**config.mk**
```make
export PLATFORM = sky130hd
export DESIGN_NAME = utf8_boundary_chunker
export DESIGN_NICKNAME = d
export VERILOG_FILES = /design/src/hw/rtl/ubc_pkg.sv /design/src/hw/rtl/ubc_front.sv /design/src/hw/rtl/ubc_fifo.sv /design/src/hw/rtl/ubc_back.sv /design/src/hw/rtl/utf8_boundary_chunker.sv
export SDC_FILE = /design/constraint.sdc
export NUM_CORES = 1
export LEC_CHECK = 0
export ABC_AREA = 1
export ABC_CLOCK_PERIOD_IN_PS = 17300
export BUFFER_PORTS_ARGS = -buffer_cell sky130_fd_sc_hd__buf_2
export CAP_MARGIN = 15
export CELL_PAD_IN_SITES_DETAIL_PLACEMENT = 0
export CELL_PAD_IN_SITES_GLOBAL_PLACEMENT = 1
export CORE_UTILIZATION = 25
export DETAILED_ROUTE_END_ITERATION = 7
export HOLD_SLACK_MARGIN = 0.06
export PLACE_DENSITY = 0.48
export SLEW_MARGIN = 20
export SYNTH_ARGS = -nofsm -noshare
export SYNTH_HDL_FRONTEND = slang
export SYNTH_SLANG_ARGS = --single-unit
```
**constraint.sdc**
```tcl
create_clock -name clk_i -period 17.3 [get_ports clk_i]
set_input_delay 2.595 -clock clk_i [delete_from_list [all_inputs] [get_ports clk_i]]
set_output_delay 2.595 -clock clk_i [all_outputs]
set_load 0.02 [all_outputs]
```
**src/hw/rtl/ubc_pkg.sv**
```systemverilog
`default_nettype none

package ubc_pkg;

  localparam int unsigned ByteW    = 8;
  localparam int unsigned MaxBurst = 4;
  localparam int unsigned HoldMax  = 3;

  localparam logic [7:0] ContMask  = 8'hC0;
  localparam logic [7:0] ContTag   = 8'h80;
  localparam logic [7:0] AsciiMax  = 8'h7F;
  localparam logic [7:0] Lead2Lo   = 8'hC2;
  localparam logic [7:0] Lead2Hi   = 8'hDF;
  localparam logic [7:0] Lead3Lo   = 8'hE0;
  localparam logic [7:0] Lead3Hi   = 8'hEF;
  localparam logic [7:0] Lead4Lo   = 8'hF0;
  localparam logic [7:0] Lead4Hi   = 8'hF4;
  localparam logic [7:0] LeadE0    = 8'hE0;
  localparam logic [7:0] LeadED    = 8'hED;
  localparam logic [7:0] LeadF0    = 8'hF0;
  localparam logic [7:0] LeadF4    = 8'hF4;
  localparam logic [7:0] E0SecMin  = 8'hA0;
  localparam logic [7:0] EDSecMax  = 8'h9F;
  localparam logic [7:0] F0SecMin  = 8'h90;
  localparam logic [7:0] F4SecMax  = 8'h8F;

  // cmd codes carried on tuser
  typedef enum logic {
    CMD_DATA  = 1'b0,
    CMD_FLUSH = 1'b1
  } cmd_e;

  // one burst of released bytes, oldest byte in the lowest lane
  typedef struct packed {
    logic [MaxBurst*ByteW-1:0] bytes;
    logic [1:0]                last_idx;  // burst length minus one
  } chunk_t;

  function automatic logic is_cont(input logic [7:0] b);
    return (b & ContMask) == ContTag;
  endfunction

  // sequence length started by a lead byte, 0 for a byte that is no lead
  function automatic logic [2:0] lead_len(input logic [7:0] b);
    logic [2:0] len;
    len = 3'd0;
    if (b <= AsciiMax) len = 3'd1;
    else if (b >= Lead2Lo && b <= Lead2Hi) len = 3'd2;
    else if (b >= Lead3Lo && b <= Lead3Hi) len = 3'd3;
    else if (b >= Lead4Lo && b <= Lead4Hi) len = 3'd4;
    return len;
  endfunction

  // w holds the lead in bits 7:0 and the following bytes above it
  function automatic logic seq_ok(input logic [31:0] w, input logic [2:0] len);
    logic [7:0] b0;
    logic [7:0] b1;
    logic [7:0] b2;
    logic [7:0] b3;
    logic       ok;
    b0 = w[7:0];
    b1 = w[15:8];
    b2 = w[23:16];
    b3 = w[31:24];
    case (len)
      3'd1: ok = b0 <= AsciiMax;
      3'd2: ok = is_cont(b1);
      3'd3: ok = is_cont(b1) && is_cont(b2) &&
                 (b0 != LeadE0 || b1 >= E0SecMin) &&
                 (b0 != LeadED || b1 <= EDSecMax);
      3'd4: ok = is_cont(b1) && is_cont(b2) && is_cont(b3) &&
                 (b0 != LeadF0 || b1 >= F0SecMin) &&
                 (b0 != LeadF4 || b1 <= F4SecMax);
      default: ok = 1'b0;
    endcase
    return ok;
  endfunction

endpackage

`default_nettype wire

```
**src/hw/rtl/ubc_front.sv**
```systemverilog
`default_nettype none

module ubc_front (
  input  wire logic            clk_i,
  input  wire logic            rst_ni,
  input  wire logic            in_valid_i,
  input  wire logic            in_cmd_i,
  input  wire logic [7:0]      in_byte_i,
  output logic                 in_ready_o,
  input  wire logic            q_full_i,
  output logic                 q_push_o,
  output ubc_pkg::chunk_t      q_data_o
);
  import ubc_pkg::*;

  logic [HoldMax*ByteW-1:0]  pend_q, pend_d;
  logic [1:0]                cnt_q, cnt_d;

  logic [MaxBurst*ByteW-1:0] buf_w;
  logic [7*ByteW-1:0]        buf_ext;
  logic [2:0]                n;
  logic [2:0]                len_p [MaxBurst];
  logic                      ok_p  [MaxBurst];
  logic [2:0]                idx;
  logic [2:0]                l;
  logic                      stop;
  logic [MaxBurst*ByteW-1:0] rest_w;
  logic [2:0]                emit_n;
  logic                      accept;

  assign in_ready_o = !q_full_i;
  assign accept     = in_valid_i && in_ready_o;

  // append the new byte behind the held ones; lanes above the count are zero
  always_comb begin
    buf_w = {{ByteW{1'b0}}, pend_q};
    buf_w[cnt_q*ByteW +: ByteW] = in_byte_i;
  end
  assign n       = {1'b0, cnt_q} + 3'd1;
  assign buf_ext = {{(3*ByteW){1'b0}}, buf_w};

  // classify every start position in parallel
  for (genvar p = 0; p < MaxBurst; p++) begin : g_pos
    assign len_p[p] = lead_len(buf_w[p*ByteW +: ByteW]);
    assign ok_p[p]  = seq_ok(buf_ext[p*ByteW +: 4*ByteW], len_p[p]);
  end

  // scan: each step moves at least one byte or stops, four steps cover it
  always_comb begin
    idx  = 3'd0;
    stop = 1'b0;
    l    = 3'd0;
    for (int it = 0; it < MaxBurst; it++) begin
      if (!stop && idx < n) begin
        l = len_p[idx[1:0]];
        if (l == 3'd0) begin
          idx = idx + 3'd1;
        end else if (({1'b0, idx} + {1'b0, l}) > {1'b0, n}) begin
          stop = 1'b1;
        end else if (!ok_p[idx[1:0]]) begin
          idx = idx + 3'd1;
        end else begin
          idx = idx + l;
        end
      end
    end
  end

  assign rest_w = buf_w >> (idx * ByteW);

  always_comb begin
    pend_d   = pend_q;
    cnt_d    = cnt_q;
    q_data_o = '0;
    emit_n   = 3'd0;
    if (in_cmd_i == CMD_FLUSH) begin
      q_data_o.bytes = {{ByteW{1'b0}}, pend_q};
      emit_n         = {1'b0, cnt_q};
      pend_d         = '0;
      cnt_d          = 2'd0;
    end else begin
      q_data_o.bytes = buf_w;
      emit_n         = idx;
      pend_d         = rest_w[HoldMax*ByteW-1:0];
      cnt_d          = 2'(n - idx);
    end
    q_data_o.last_idx = 2'(emit_n - 3'd1);
  end

  assign q_push_o = accept && (emit_n != 3'd0);

  always_ff @(posedge clk_i or negedge rst_ni) begin
    if (!rst_ni) begin
      pend_q <= '0;
      cnt_q  <= 2'd0;
    end else if (accept) begin
      pend_q <= pend_d;
      cnt_q  <= cnt_d;
    end
  end

endmodule

`default_nettype wire

```
**src/hw/rtl/ubc_fifo.sv**
```systemverilog
`default_nettype none

module ubc_fifo #(
  parameter int unsigned Depth = 4
) (
  input  wire logic            clk_i,
  input  wire logic            rst_ni,
  input  wire logic            push_i,
  input  wire ubc_pkg::chunk_t data_i,
  output logic                 full_o,
  input  wire logic            pop_i,
  output ubc_pkg::chunk_t      data_o,
  output logic                 empty_o
);
  import ubc_pkg::*;

  localparam int unsigned PtrW = (Depth > 1) ? $clog2(Depth) : 1;
  localparam int unsigned CntW = $clog2(Depth + 1);
  localparam logic [PtrW-1:0] LastPtr = PtrW'(Depth - 1);

  chunk_t            mem_q [Depth];
  logic [PtrW-1:0]   wr_q, rd_q;
  logic [CntW-1:0]   cnt_q;
  logic              do_push, do_pop;

  assign full_o  = cnt_q == CntW'(Depth);
  assign empty_o = cnt_q == '0;
  assign do_push = push_i && !full_o;
  assign do_pop  = pop_i && !empty_o;
  assign data_o  = mem_q[rd_q];

  always_ff @(posedge clk_i) begin
    if (do_push) mem_q[wr_q] <= data_i;
  end

  always_ff @(posedge clk_i or negedge rst_ni) begin
    if (!rst_ni) begin
      wr_q  <= '0;
      rd_q  <= '0;
      cnt_q <= '0;
    end else begin
      if (do_push) wr_q <= (wr_q == LastPtr) ? '0 : wr_q + 1'b1;
      if (do_pop)  rd_q <= (rd_q == LastPtr) ? '0 : rd_q + 1'b1;
      if (do_push && !do_pop)      cnt_q <= cnt_q + 1'b1;
      else if (do_pop && !do_push) cnt_q <= cnt_q - 1'b1;
    end
  end

endmodule

`default_nettype wire

```
**src/hw/rtl/ubc_back.sv**
```systemverilog
`default_nettype none

module ubc_back (
  input  wire logic            clk_i,
  input  wire logic            rst_ni,
  input  wire logic            q_empty_i,
  input  wire ubc_pkg::chunk_t q_data_i,
  output logic                 q_pop_o,
  output logic                 out_valid_o,
  output logic [7:0]           out_byte_o,
  output logic                 out_last_o,
  input  wire logic            out_ready_i
);
  import ubc_pkg::*;

  logic [1:0] idx_q;
  logic       fire;

  assign out_valid_o = !q_empty_i;
  assign out_byte_o  = q_data_i.bytes[idx_q*ByteW +: ByteW];
  assign out_last_o  = idx_q == q_data_i.last_idx;
  assign fire        = out_valid_o && out_ready_i;
  assign q_pop_o     = fire && out_last_o;

  always_ff @(posedge clk_i or negedge rst_ni) begin
    if (!rst_ni) begin
      idx_q <= 2'd0;
    end else if (fire) begin
      idx_q <= out_last_o ? 2'd0 : idx_q + 2'd1;
    end
  end

endmodule

`default_nettype wire

```
**src/hw/rtl/utf8_boundary_chunker.sv**
```systemverilog
// Path: each released burst is written into the chunk queue and offered from its head.
// Throughput: one input item per cycle while the chunk queue has room; the output
//   side drains one byte per cycle while m_axis_tready_i is high.
// Reset: rst_ni async active low clears held bytes, queue pointers and the burst index.
`default_nettype none

module utf8_boundary_chunker #(
  parameter int unsigned QUEUE_DEPTH = 4
) (
  input  wire logic       clk_i,
  input  wire logic       rst_ni,
  // input item stream
  input  wire logic       s_axis_tvalid_i,
  output logic            s_axis_tready_o,
  input  wire logic [7:0] s_axis_tdata_i,   // [7:0] data_byte
  input  wire logic       s_axis_tuser_i,   // [0] cmd (0 data, 1 flush)
  // released byte stream
  output logic            m_axis_tvalid_o,
  input  wire logic       m_axis_tready_i,
  output logic [7:0]      m_axis_tdata_o,   // [7:0] out_byte
  output logic            m_axis_tlast_o    // chunk_end
);
  import ubc_pkg::*;

  chunk_t q_in, q_out;
  logic   q_push, q_pop, q_full, q_empty;

  // Front: holds up to three bytes of an unfinished character, scans the
  // held bytes plus the new one and queues the completed burst, or on a flush the held bytes.
  ubc_front u_front (
    .clk_i      (clk_i),
    .rst_ni     (rst_ni),
    .in_valid_i (s_axis_tvalid_i),
    .in_cmd_i   (s_axis_tuser_i),
    .in_byte_i  (s_axis_tdata_i),
    .in_ready_o (s_axis_tready_o),
    .q_full_i   (q_full),
    .q_push_o   (q_push),
    .q_data_o   (q_in)
  );

  // Chunk queue: decouples the scan from a stalled output.
  ubc_fifo #(
    .Depth (QUEUE_DEPTH)
  ) u_fifo (
    .clk_i   (clk_i),
    .rst_ni  (rst_ni),
    .push_i  (q_push),
    .data_i  (q_in),
    .full_o  (q_full),
    .pop_i   (q_pop),
    .data_o  (q_out),
    .empty_o (q_empty)
  );

  // Back: walks each burst one byte per item, tlast on its final byte.
  ubc_back u_back (
    .clk_i       (clk_i),
    .rst_ni      (rst_ni),
    .q_empty_i   (q_empty),
    .q_data_i    (q_out),
    .q_pop_o     (q_pop),
    .out_valid_o (m_axis_tvalid_o),
    .out_byte_o  (m_axis_tdata_o),
    .out_last_o  (m_axis_tlast_o),
    .out_ready_i (m_axis_tready_i)
  );

endmodule

`default_nettype wire

```
Word level (Yosys, flattened, before mapping)

Memories as Yosys holds them, arrays and structs flattened.
Cells that the tools add are included.

Bitwise gates (word level): 3
Reductions and logical operators: 52
Shifts and indexed selects: 4
Add/subtract/negate cells: 18
Equal/unequal tests: 23
$lt $le $gt $ge: 45
Multiplexer cells: 75

Operator list:

| cell                      | number |
|---|---|
| $mux W3                   | 41 |
| $ge A8 B8 Y1 const B      | 15 |
| $le A8 B8 Y1 const B      | 15 |
| $ne A8 B8 Y1 const B      | 6 |
| $neg A5 Y34               | 1 |
| $shift A8 B34 Y32 const A | 1 |
| $shiftx A8 B34 Y32        | 1 |
| $bwmux W32                | 1 |
| $le A8 B7 Y1 const B      | 4 |
| $logic_and A1 B1 Y1       | 32 |
| $mux W32                  | 1 |
| $shiftx A32 B6 Y8         | 1 |
| $shr A32 B6 Y24           | 1 |
| $mux W24                  | 1 |
| $bmux W3 S2               | 3 |
| $mux W1                   | 18 |
| $eq A3 B2 Y1 const B      | 5 |
| $logic_not A3 Y1          | 5 |
| $add A3 B1 Y3 const B     | 4 |
| $add A3 B3 Y4             | 3 |
| $eq A3 B1 Y1 const B      | 4 |
| $gt A4 B3 Y1              | 3 |
| $eq A2 B2 Y1 const B      | 5 |
| $add A3 B3 Y3             | 3 |
| other kinds (21)          | 46 |

Bits of input ports: 13
Output and inout port bits: 11
Flip-flop bits (word level): 35
RAM bits: 136
Memories kept: 1

Memory list:

| name         | depth | bits a word | read ports | clocked after memory_dff | write ports | line           | text |
|---|---|---|---|---|---|---|---|
| u_fifo.mem_q | 4     | 34          | 1          | 0                        | 1           | ubc_fifo.sv:21 | `chunk_t mem_q [Depth];` |

Longest topological paths before layout

Gate-level depths: netlist of run 1.

Depth after elaboration: 50
Depth in mapped cells: 88
Mapped depth without buffers: 80

Cells and area by module

Synthesis of run 1 repeated with hierarchy kept, for this count alone.

Cell total of the unflattened synthesis: 1,431
Area total of the unflattened synthesis: 11,380.9 um^2

By module, submodules not included:

| module    | area an instance (um^2) | times used | sequential area each (um^2) | cells each |
|---|---|---|---|---|
| ubc_fifo  | 5,820.6                 | 1          | 4,259.1                     | 457 |
| ubc_front | 5,134.9                 | 1          | 650.6                       | 892 |
| ubc_back  | 425.4                   | 1          | 50.0                        | 82 |

Worst setup path before layout of run 1

Ideal clock, no wire load.

Path kind: in2reg
Start: input s_axis_tdata_i[1]
End: memory u_fifo.mem_q[3][0] (netlist bit), enable pin
Cell stages on the path: 73
Setup time: 435 ps
Required time: 16,865 ps
Path slack: 3,233 ps
Arrival time: 13,633 ps
Path through: nand2_1 -> inv_1 -> a21oi_1 -> nand2_1 -> o21ai_1 -> nand2_1 -> ha_1 -> nand2_1 -> nor2_1 -> a211oi_1 -> a31o_2 -> nand2_1 -> nor2_1 -> nand2_1 -> inv_2 -> nand3_1 -> nand2_2 -> inv_1 -> (+37 left out) -> xnor2_1 -> inv_1 -> ha_1 -> o21ai_0 -> a32oi_1 -> nor2_1 -> nand2_1 -> nand2_2 -> nand2_2 -> nand2_4 -> nand2_8 -> buf_8 -> nand2_1 -> o21ai_0 -> ha_1 -> or2_2 -> buf_1 -> a21boi_1

Word-level cells in the longest chain between the ends: 47
Elaborated cells on any way between the ends: 180

Ends and longest elaborated chain:

| what                                                | line                        | text |
|---|---|---|
| from (decl)                                         | utf8_boundary_chunker.sv:15 | `input wire logic [7:0] s_axis_tdata_i,` |
| $shiftx A8 B34 Y32 *                                | ubc_front.sv:37             | `buf_w[cnt_q*ByteW +: ByteW] = in_byte_i;` |
| $bwmux W32 *                                        | ubc_front.sv:37             |  |
| $ge A8 B8 Y1 / $le A8 B8 Y1 (equally long branches) | ubc_pkg.sv:50               | `else if (b >= Lead4Lo && b <= Lead4Hi) len = 3'd4;` |
| $logic_and A1 B1 Y1                                 | ubc_pkg.sv:50               |  |
| $mux W3                                             | ubc_pkg.sv:50               |  |
| $mux W3                                             | ubc_pkg.sv:49               | `else if (b >= Lead3Lo && b <= Lead3Hi) len = 3'd3;` |
| $mux W3                                             | ubc_pkg.sv:48               | `else if (b >= Lead2Lo && b <= Lead2Hi) len = 3'd2;` |
| $mux W3                                             | ubc_pkg.sv:47               | `if (b <= AsciiMax) len = 3'd1;` |
| (+31 left out)                                      | n/a                         |  |
| $mux W3                                             | ubc_front.sv:56             | `if (l == 3'd0) begin` |
| $mux W3 *                                           | ubc_front.sv:54             | `if (!stop && idx < n) begin` |
| $mux W3 *                                           | ubc_front.sv:76             | `if (in_cmd_i == CMD_FLUSH) begin` |
| $reduce_bool A3 Y1 *                                | ubc_front.sv:90             | `assign q_push_o = accept && (emit_n != 3'd0);` |
| $logic_and A1 B1 Y1 *                               | ubc_front.sv:90             |  |
| $logic_and A1 B1 Y1 *                               | ubc_fifo.sv:28              | `assign do_push = push_i && !full_o;` |
| $mux W1 *                                           | ubc_fifo.sv:33              | `if (do_push) mem_q[wr_q] <= data_i;` |
| $mux W1 (implied by the code) *                     | ubc_fifo.sv:33              |  |
| to (decl)                                           | ubc_fifo.sv:21              |  |

Every way passes the cells marked *; elsewhere a longest branch is shown, timed or not. The select of a mux whose other input is x is not followed.

Worst setup path after layout of run 1

Start: input s_axis_tdata_i[1]
End: memory u_fifo.mem_q[1][18] (netlist bit), enable pin

The elaborated chain is that of the path after synthesis.

==> reports/metrics.cfg, run 1 <==
[timing]
fmax_mhz = 67.05
fin_setup_tns_ns = 0
maxSlewHeadroom_pct = 25.84
tightest_slew_ns = 1.101
fin_crit_sh_pct = 86.21
hold_viol = 0
finalSetupViolCount = 0
rsz0062_at_grt = false
drv_slew = 0
skew_ns = 0.02216
period_needed_ns = 14.91
hold-worst-slack_ns = 0.4783

[cells_and_area]
final_common_cell = nand2_1
post_route_cells_drive_above_1_share_pct = 12.57
final_cell_mix = nand2_1, nand3_1, nor2_1, edfxtp_1, inv_1
finalNonFillerCells = 1906
diodes = 0
area_growth_syn_to_layout_pct = 10.86
fin_nets = 1370
finalCoreUtilization_pct = 28.23

[logic_synthesis]
seq_area_frac_synth_pct = 44.92
netlist_instances = 1305
synth_warnings = 0
synth_area_um2 = 11040
async_flop_share_pct = 20.47
synth_top_family_by_area = simple AND/OR/NAND/NOR gates
synth_nets = 1367
synth.distinct_cells = 57
synth_edf_count = 136
yosys.area_share.simple_pct = 28.72
synth-adder-area-share_pct = 5.825
ys.flop_type = edfxtp_1
ys_ff_latch = 171
synth-compound-area-share_pct = 11.76
avgSynthCellArea_um2 = 8.460
synth_xor_area_share_pct = 0.7933
muxShareOfSynthArea_pct = 0

[worst_setup_path]
crit_path_frequent_cell = nand2_1
cp.arrival_ns = 15.02
worst_path_max_delay_cell = a21boi_4
crit_type = primary input to flip-flop
end_kind = flip-flop
critical_path_required_ns = 17.41
critPathMaxStageDelay_ns = 0.52
critPathLaunchType = primary input
path_max_fanout = 34

[drt]
drt_iter0_drc = 629
first_pass_iters = 5
drt_wl_total_um = 36880
detail_route.wl_per_cell_um = 19.35
vias_per_cell = 4.778
drc = 0
antenna_left = 0
via_count = 9106

[cts]
h-tree-depth = 4
cts_resized = 0
cts_buffer_depth = 2
tritoncts = built
clk_latency_ns = 0.45
clock_sinks = 171
root_buffer = clkbuf_16
path_clk_slew_ns = 0.06
cts_buffers = 17
holdBufCountCts = 0
postCtsSetupRepairBufs = 0

[placed_design]
dpl.cell_count = 1874
post-dp-hpwl_um = 25240
portBuffers = 23
gp_congestion = 0.8251

[floorplanning]
io_pins = 24
initial_utilization_pct = 25.46
core_region_area_um2 = 43360
die_area_um2 = 45010
die_x_um = 212.2
placement_rows = 76
chipHeight_um = 212.2

[grt]
grt_pass1_wl_um = 56460
grt_usage_pct = 16.98
grt_max_degree = 72
grt_overflow = 0
grt_pass1_vias = 8813
antenna_found_initial = 1

[worst_hold_path]
hold_class = flip-flop to flip-flop

[job]
cap_violations = 0

[status]
status = finished, final reports clean

## metrics by stage
stage                     setup slack [ns]  area (um^2)
final                                2.386        12240
after detailed placement             1.985        11670
after global routing                 1.173        12240
after floorplan                      3.233        11040
after CTS                            2.428        12240
after global placement               2.073        11670
## layer usage
layer  part of all wire [%]  track usage (%)  wire length [um]  vias to the layer above
met4                    1.4            4.448               529                        0
li1                       -                -                 -                     4442
met1                     49            23.85             18190                     4474
met5                      0                0                 0                        -
met2                     46            27.45             17110                      159
met3                    2.9            2.053              1053                       31
## cells in the mapped netlist (3+ instances only)
master    count  share of area, %
a21boi_1      4              0.27
a21o_1        3              0.20
a21oi_1      18              0.82
a21oi_2       5              0.40
a31oi_1       4              0.23
a32oi_1       4              0.32
buf_4         3              0.20
buf_6         8              0.82
buf_8         7              0.95
clkbuf_1     29              0.99
dfrtp_1      35               7.9
edfxtp_1    136                37
fa_1          4              0.73
ha_1         45               5.1
inv_1       123               4.2
inv_2         8              0.27
nand2_1     298                10
nand2_2      21               1.2
nand2_4      16               1.6
nand3_1     150               6.8
nand3_2       9              0.82
nand3_4       4              0.63
nand4_1       6              0.34
nor2_1      146               5.0
nor2_2       10              0.57
nor2_4        7              0.71
nor3_1        3              0.14
o211ai_1      7              0.48
o21ai_0     102               4.6
o21ai_1       9              0.41
o21ai_2       3              0.24
o221ai_1     26               2.1
o22ai_1      14              0.79
xnor2_1       4              0.32
xor2_1        6              0.48
## critical path: cells and delay by family
kind / cells / cell delay, ns
AOI/OAI and AO/OA: 12 / 2.39
xor gates and xnor gates: 1 / 0.21
adders and majority gates: 11 / 3.42
buffers and inverters: 12 / 1.55
and+or+nand+nor: 35 / 4.83
## final cells by class
type,count,area [um^2]
Fill cell,4736,31120
Multi-Input combinational cell,946,5245
Sequential cell,171,4961
Tap cell,585,732.0
Inverter,136,521.8
Clock buffer,20,436.7
Timing Repair Buffer,36,212.7
Clock inverter,12,130.1
## cells by family (layout without fill, tap and decap cells)
group / Yosys count / after routing
fa+ha+maj: 49 / 49
flops: 171 / 171
simple gates: 678 / 678
compound gates: 209 / 209
buf+inv: 188 / 204
xor+xnor: 10 / 10
## final timing paths
path | startpoint | to | slack, ns | cells past startpoint
worst min-delay path | u_front.pend_q[17]$_DFFE_PN0P_ | u_front.pend_q[17]$_DFFE_PN0P_ | 0.48 | 2
worst max register to register | u_front.cnt_q[0]$_DFFE_PN0P_ | u_fifo.mem_q[1][18]$_DFFE_PP_ | 2.83 | 72
min in group asynchronous | rst_ni | u_back.idx_q[0]$_DFFE_PN0P_ | 2.29 | 1
worst max-delay path | s_axis_tdata_i[1] | u_fifo.mem_q[1][18]$_DFFE_PP_ | 2.39 | 71
max in group asynchronous | rst_ni | u_fifo.rd_q[0]$_DFFE_PN0P_ | 14.36 | 1
worst min register to register | u_front.pend_q[17]$_DFFE_PN0P_ | u_front.pend_q[17]$_DFFE_PN0P_ | 0.48 | 2
## flip-flops by register name, summed over array words and instances (netlist names)
name            flops
u_fifo.cnt_q        3
u_fifo.mem_q      136
u_front.pend_q     24
u_fifo.rd_q         2
u_back.idx_q        2
u_front.cnt_q       2
u_fifo.wr_q         2
Power of run 1 is left out: the tool's default activity adds up to more than one toggle a clock period on the data nets, which glitch-free logic cannot reach.
==> inputs of run 2 (changes only) <==
Settings changed: SYNTH_HIERARCHICAL set to 1.
==> run 2 against run 1 <==
Net effect: routed wire length up 0.40%; flip-flop and latch count unchanged; worst hold slack better by 0.0059 ns; register-to-register slack worse by 0.40 ns; setup slack worse by 0.46 ns; cell count up 6.7%.
==> reports/metrics.cfg, run 2 <==
[status]
status = finished, final reports clean

[drt]
drt_iter0_drc = 695  ; +10%
via_count = 9329  ; +2.4%
antenna_left = 0  ; unchanged
drc = 0  ; unchanged
vias_per_cell = 4.589  ; -4.0%
first_pass_iters = 5  ; unchanged
drt_wl_total_um = 37020  ; +0.40%
detail_route.wl_per_cell_um = 18.21  ; -5.9%

[cts]
tritoncts = built
clk_latency_ns = 0.44  ; about the same
path_clk_slew_ns = 0.07  ; about the same
h-tree-depth = 4  ; unchanged
cts_buffers = 17  ; unchanged
holdBufCountCts = 0  ; unchanged
cts_resized = 0  ; unchanged
clock_sinks = 171  ; unchanged
cts_buffer_depth = 2  ; unchanged
postCtsSetupRepairBufs = 0  ; unchanged
root_buffer = clkbuf_16

[grt]
met3_usage_pct = 2.095  ; +0.042 points
grt_pass1_vias = 9204  ; +4.4%
busiest_layer = met2
grt_use_met2_pct = 25.26  ; -2.2 points
grt_usage_pct = 16.34  ; -0.65 points
grt_overflow = 0  ; unchanged
grt_pass1_wl_um = 57050  ; +1.1%
grt_max_degree = 81  ; +13%
grtUsageMet1_pct = 23.73  ; -0.12 points
antenna_found_initial = 0  ; -1

[logic_synthesis]
synth_most_common_cell = nand2_1
synth.top_cell.area_share_pct = 35.88  ; -1.1 points
synth_commonest_cells = nand2_1, inv_1, nand3_1
synth_warnings = 6  ; +6
async_flop_share_pct = 20.47  ; unchanged
synth_largest_area_cell = edfxtp_1
ys.flop_type = edfxtp_1
seq_area_frac_synth_pct = 43.58  ; -1.3 points
synth.distinct_cells = 48  ; -16%
ys_ff_latch = 171  ; unchanged
synth_top_cells_by_area = edfxtp_1, nand2_1, dfrtp_1
synth_nets = 1493  ; +9.2%
netlist_instances = 1431  ; +9.7%
avgSynthCellArea_um2 = 7.953  ; -6.0%
synth_edf_count = 136  ; unchanged
synth_area_um2 = 11380  ; +3.1%

[worst_setup_path]
path_max_fanout = 34  ; unchanged
crit_type = primary input to flip-flop
critical_path_required_ns = 17.42  ; about the same
critPathMaxStageDelay_ns = 0.70  ; +0.18 ns
critPathLaunchType = primary input
worst_path_max_delay_cell = nor2_4
r2r_start = u_front/cnt_q[0]$_DFFE_PN0P_
end_kind = flip-flop
r2r_slack_ns = 2.43  ; -0.40 ns
cp.arrival_ns = 15.49  ; +0.47 ns
crit_path_frequent_cell = nand2_1
cp_top_family = simple AND/OR/NAND/NOR gates
cp_num_buf_inv = 15  ; +3
r2r-end = u_fifo/mem_q[0][4]$_DFFE_PP_
reg2reg_depth = 75  ; +4.2%

[placed_design]
dpl_worst_slack_ns = 1.464  ; -0.5208 ns
portBuffers = 23  ; unchanged
gp_congestion = 0.8283  ; +0.39%
placed_cell_area_um2 = 11980  ; +2.7%
post-dp-hpwl_um = 26500  ; +5.0%

[cells_and_area]
fillerInstances = 4849  ; +2.4%
reg_top3 = u_fifo/mem_q x136, u_front/pend_q x24, u_fifo/cnt_q x3
fin_nets = 1491  ; +8.8%
area_growth_syn_to_layout_pct = 10.30
final_cell_mix = nand2_1, inv_1, nand3_1, edfxtp_1, nor2_1
largest_register_ff_count = 136  ; unchanged
multi_input_area_um2 = 5253  ; +0.14%
regMostFlops = u_fifo/mem_q
post_route_cells_drive_above_1_share_pct = 10.83  ; -1.7 points
final_area_um2 = 12550  ; +2.6%
seq_area_um2 = 4964  ; about the same
final_common_cell = nand2_1

[floorplanning]
initial_utilization_pct = 25.51  ; +0.052 points
die_x_um = 215.4  ; +1.5%
placement_rows = 77  ; +1.3%
core_region_area_um2 = 44610  ; +2.9%
die_area_um2 = 46380  ; +3.0%
chipHeight_um = 215.4  ; +1.5%
io_pins = 24  ; unchanged

[worst_hold_path]
min_from = u_front/pend_q[19]$_DFFE_PN0P_
hold_class = flip-flop to flip-flop
hold_end = u_front/pend_q[19]$_DFFE_PN0P_
min_path_cells = 2  ; unchanged

[job]
cap_violations = 0  ; unchanged

[timing]
hold_viol = 0  ; unchanged
hold-worst-slack_ns = 0.4842  ; +0.005878 ns
setup_slack_ns = 1.924  ; -0.4627 ns
drv_slew = 0  ; unchanged
period_needed_ns = 15.38  ; +0.4627 ns
fmax_mhz = 65.04  ; -3.0%
maxSlewHeadroom_pct = 19.51  ; -6.3 points
skew_ns = 0.01707  ; -0.005088 ns
tightest_slew_ns = 1.195  ; +0.09393 ns
fin_setup_tns_ns = 0  ; unchanged
rsz0062_at_grt = false
finalSetupViolCount = 0  ; unchanged
fin_crit_sh_pct = 88.88  ; +2.7 points

## run 2: logic make-up after synthesis
group / Yosys count / synth area share (%)
simple gates: 742 / 29.14
buf+inv: 276 / 10.59
compound gates: 186 / 10.50
flops: 171 / 43.58
fa+ha+maj: 49 / 5.651
xor+xnor: 7 / 0.5387
## run 2: layout make-up
cell class,instances,area share [%]
multi-input cells,984,41.84
flip-flops and latches,171,39.54
inverters,222,6.658
well taps,592,5.901
clock buffers,18,3.419
repair buffers,33,1.515
clock inverters,12,1.106
diodes,1,0.01993
## run 2: layer usage
layer  part of all wire, %  vias to the layer above
met5                     0                        -
met4                   1.5                        0
met3                   3.2                       25
met2                    44                      179
met1                    51                     4418
li1                      -                     4707
## run 2: per-stage QoR
step                      utilization [%]  std cells
after floorplan                         -       1431
after detailed placement            26.86       2002
after global routing                28.14       2032
after global placement              26.85       2002
final                               28.14       2033
after CTS                           28.14       2032
## run 2: worst max-delay path by stage
| stage | to | depth (start not counted) | slack (ns) | from |
|---|---|---|---|---|
| after global routing | u_fifo/mem_q[0][4]$_DFFE_PP_ | 71 | 0.65 | s_axis_tdata_i[4] |
| final | u_fifo/mem_q[0][4]$_DFFE_PP_ | 73 | 1.92 | s_axis_tdata_i[4] |
| after floorplan | u_fifo/mem_q[0][0]$_DFFE_PP_ | 74 | 3.27 | s_axis_tdata_i[7] |
| after CTS | u_fifo/mem_q[1][20]$_DFFE_PP_ | 71 | 1.90 | s_axis_tdata_i[4] |
| after global placement | u_fifo/mem_q[1][32]$_DFFE_PP_ | 73 | 1.73 | s_axis_tdata_i[4] |
| after detailed placement | u_fifo/mem_q[1][32]$_DFFE_PP_ | 71 | 1.46 | s_axis_tdata_i[4] |
## run 2: worst register-to-register path: cells and delay by family, from the launching register on
kind,cells,cell delay [ns]
fa+ha+maj,12,3.82
buf+inv,16,2.27
flops,1,0.37
xor+xnor,2,0.45
simple gates,32,5.71
compound gates,13,1.96
Power of run 2 is left out for the same reason.
==> inputs of run 3 (changes only) <==
Settings changed: ABC_CLOCK_PERIOD_IN_PS 17300 to 19200, CORE_ASPECT_RATIO set to 0.6.
Clock period 17.3 ns to 19.2 ns, I/O delays scaled along.
==> run 3 against run 2 <==
Net effect: setup slack improved by 1.6 ns; die area about the same; clock skew decreased by 0.00053 ns; flip-flop and latch count unchanged; utilization increased by 0.15 points; routed wire length increased by 6.8%; critical endpoint is now u_fifo/cnt_q[2]$_DFFE_PN0P_; largest cell class unchanged.
==> reports/metrics.cfg, run 3 (synthesis gave the netlist of run 2 again) <==
[grt]
grt_pass1_vias = 8811  ; -4.3%
grt_overflow = 0  ; unchanged
grt_pass1_wl_um = 59010  ; +3.4%
antenna_found_initial = 1  ; +1
grt_max_degree = 90  ; +11%
grt_usage_pct = 17.24  ; +0.90 points

[worst_setup_path]
critPathLaunchType = primary input
cp_num_buf_inv = 13  ; -2
crit_type = primary input to flip-flop
worst_path_max_delay_cell = fa_1
critical_path_required_ns = 19.54  ; +2.12 ns
crit_path_frequent_cell = nand2_1
end_kind = flip-flop
r2r-end = u_fifo/cnt_q[2]$_DFFE_PN0P_
cp_top_family = simple AND/OR/NAND/NOR gates
cp.arrival_ns = 16.04  ; +0.55 ns
reg2reg_depth = 78  ; +4.0%
path_max_fanout = 34  ; unchanged
critPathMaxStageDelay_ns = 0.49  ; -0.21 ns
r2r_start = u_front/cnt_q[0]$_DFFE_PN0P_
r2r_slack_ns = 4.19  ; +1.76 ns

[worst_hold_path]
min_from = u_front/pend_q[16]$_DFFE_PN0P_
min_path_cells = 2  ; unchanged
hold_end = u_front/pend_q[16]$_DFFE_PN0P_
hold_class = flip-flop to flip-flop

[floorplanning]
chipHeight_um = 167.3  ; -22%
core_region_area_um2 = 44820  ; +0.47%
die_x_um = 277.5  ; +29%
io_pins = 24  ; unchanged
initial_utilization_pct = 25.39  ; -0.12 points
die_area_um2 = 46410  ; about the same
placement_rows = 60  ; -22%

[placed_design]
gp_congestion = 0.8249  ; -0.41%
post-dp-hpwl_um = 28300  ; +6.8%
portBuffers = 23  ; unchanged

[drt]
via_count = 9480  ; +1.6%
detail_route.wl_per_cell_um = 19.39  ; +6.5%
drt_wl_total_um = 39530  ; +6.8%
first_pass_iters = 6  ; +1
drt_iter0_drc = 874  ; +26%
antenna_left = 0  ; unchanged
vias_per_cell = 4.649  ; +1.3%
drc = 0  ; unchanged

[timing]
period_needed_ns = 15.70
finalSetupViolCount = 0  ; unchanged
fin_setup_tns_ns = 0  ; unchanged
maxSlewHeadroom_pct = 28.01  ; +8.5 points
rsz0062_at_grt = false
fin_crit_sh_pct = 81.78
fmax_mhz = 63.68
hold_viol = 0  ; unchanged
drv_slew = 0  ; unchanged
tightest_slew_ns = 1.069  ; -0.1261 ns
skew_ns = 0.01654  ; -0.0005333 ns

[cts]
clock_sinks = 171  ; unchanged
root_buffer = clkbuf_16
cts_buffers = 17  ; unchanged
postCtsSetupRepairBufs = 0  ; unchanged
h-tree-depth = 4  ; unchanged
path_clk_slew_ns = 0.07  ; about the same
holdBufCountCts = 0  ; unchanged
tritoncts = built
cts_resized = 0  ; unchanged
cts_buffer_depth = 2  ; unchanged
clk_latency_ns = 0.44  ; about the same

[job]
cap_violations = 0  ; unchanged

[cells_and_area]
final_cell_mix = nand2_1, inv_1, nand3_1, edfxtp_1, nor2_1
final_common_cell = nand2_1
fin_nets = 1498  ; +0.47%
area_growth_syn_to_layout_pct = 11.42
fillerInstances = 4822  ; -0.56%
regMostFlops = u_fifo/mem_q
largest_register_ff_count = 136  ; unchanged
post_route_cells_drive_above_1_share_pct = 11.32  ; +0.48 points
reg_top3 = u_fifo/mem_q x136, u_front/pend_q x24, u_fifo/cnt_q x3
finalCoreUtilization_pct = 28.29  ; +0.15 points

[status]
status = finished, final reports clean

==> run 3: cell count changes in the layout (fill, tap and decap cells not counted), sizes merged <==
| cell | delta |
|---|---|
| buf | +7 |
| bufinv | +3 |
| clkbuf | +1 |
| clkinv | -1 |
| clkinvlp | -1 |
==> run 3: worst min-delay path: stages, from the launching register on <==
cell and delay [ns]:
dfrtp_1 0.34, nand2_1 0.05, nand2_1 0.06
==> run 3: metal layers <==
metal / GRT usage (%) / part of all wire [%] / vias up
li1: - / - / 4728
met1: 29.35 / 58 / 4516
met2: 21.87 / 37 / 220
met4: 2.391 / 0.61 / 0
met3: 2.930 / 4.7 / 16
met5: 0 / 0 / -
==> run 3: final cells by class <==
type                            count  area (um^2)  area share (%)
Antenna cell                        1        2.502         0.01973
Clock buffer                       19        432.9           3.414
Clock inverter                     13        211.5           1.667
Inverter                          222        835.8           6.591
Multi-Input combinational cell    984         5253           41.42
Sequential cell                   171         4964           39.14
Tap cell                          589        737.0           5.812
Timing Repair Buffer               40        245.2           1.934
==> run 3: worst max-delay path by stage <==
| stage | startpoint | to | depth (start not counted) |
|---|---|---|---|
| after CTS | s_axis_tdata_i[3] | u_fifo/mem_q[3][8]$_DFFE_PP_ | 71 |
| after detailed placement | s_axis_tdata_i[3] | u_fifo/cnt_q[2]$_DFFE_PN0P_ | 77 |
| after global routing | s_axis_tdata_i[2] | u_fifo/cnt_q[2]$_DFFE_PN0P_ | 77 |
| after floorplan | s_axis_tdata_i[7] | u_fifo/mem_q[0][0]$_DFFE_PP_ | 74 |
| after global placement | s_axis_tdata_i[2] | u_fifo/cnt_q[2]$_DFFE_PN0P_ | 77 |
| final | s_axis_tdata_i[0] | u_fifo/cnt_q[2]$_DFFE_PN0P_ | 76 |
==> run 3: per-stage QoR <==
step / instance area, um^2 / hold slack [ns] / cells / worst slack, ns
after detailed placement: 12030 / 0.4655 / 2006 / 3.151
after global routing: 12680 / 0.4960 / 2038 / 2.127
after floorplan: 11380 / 0.4489 / 1431 / 4.889
after CTS: 12680 / 0.4838 / 2038 / 3.595
after global placement: 12030 / 0.4621 / 2006 / 3.336
final: 12680 / 0.4805 / 2039 / 3.498
Power of run 3 is left out for the same reason.
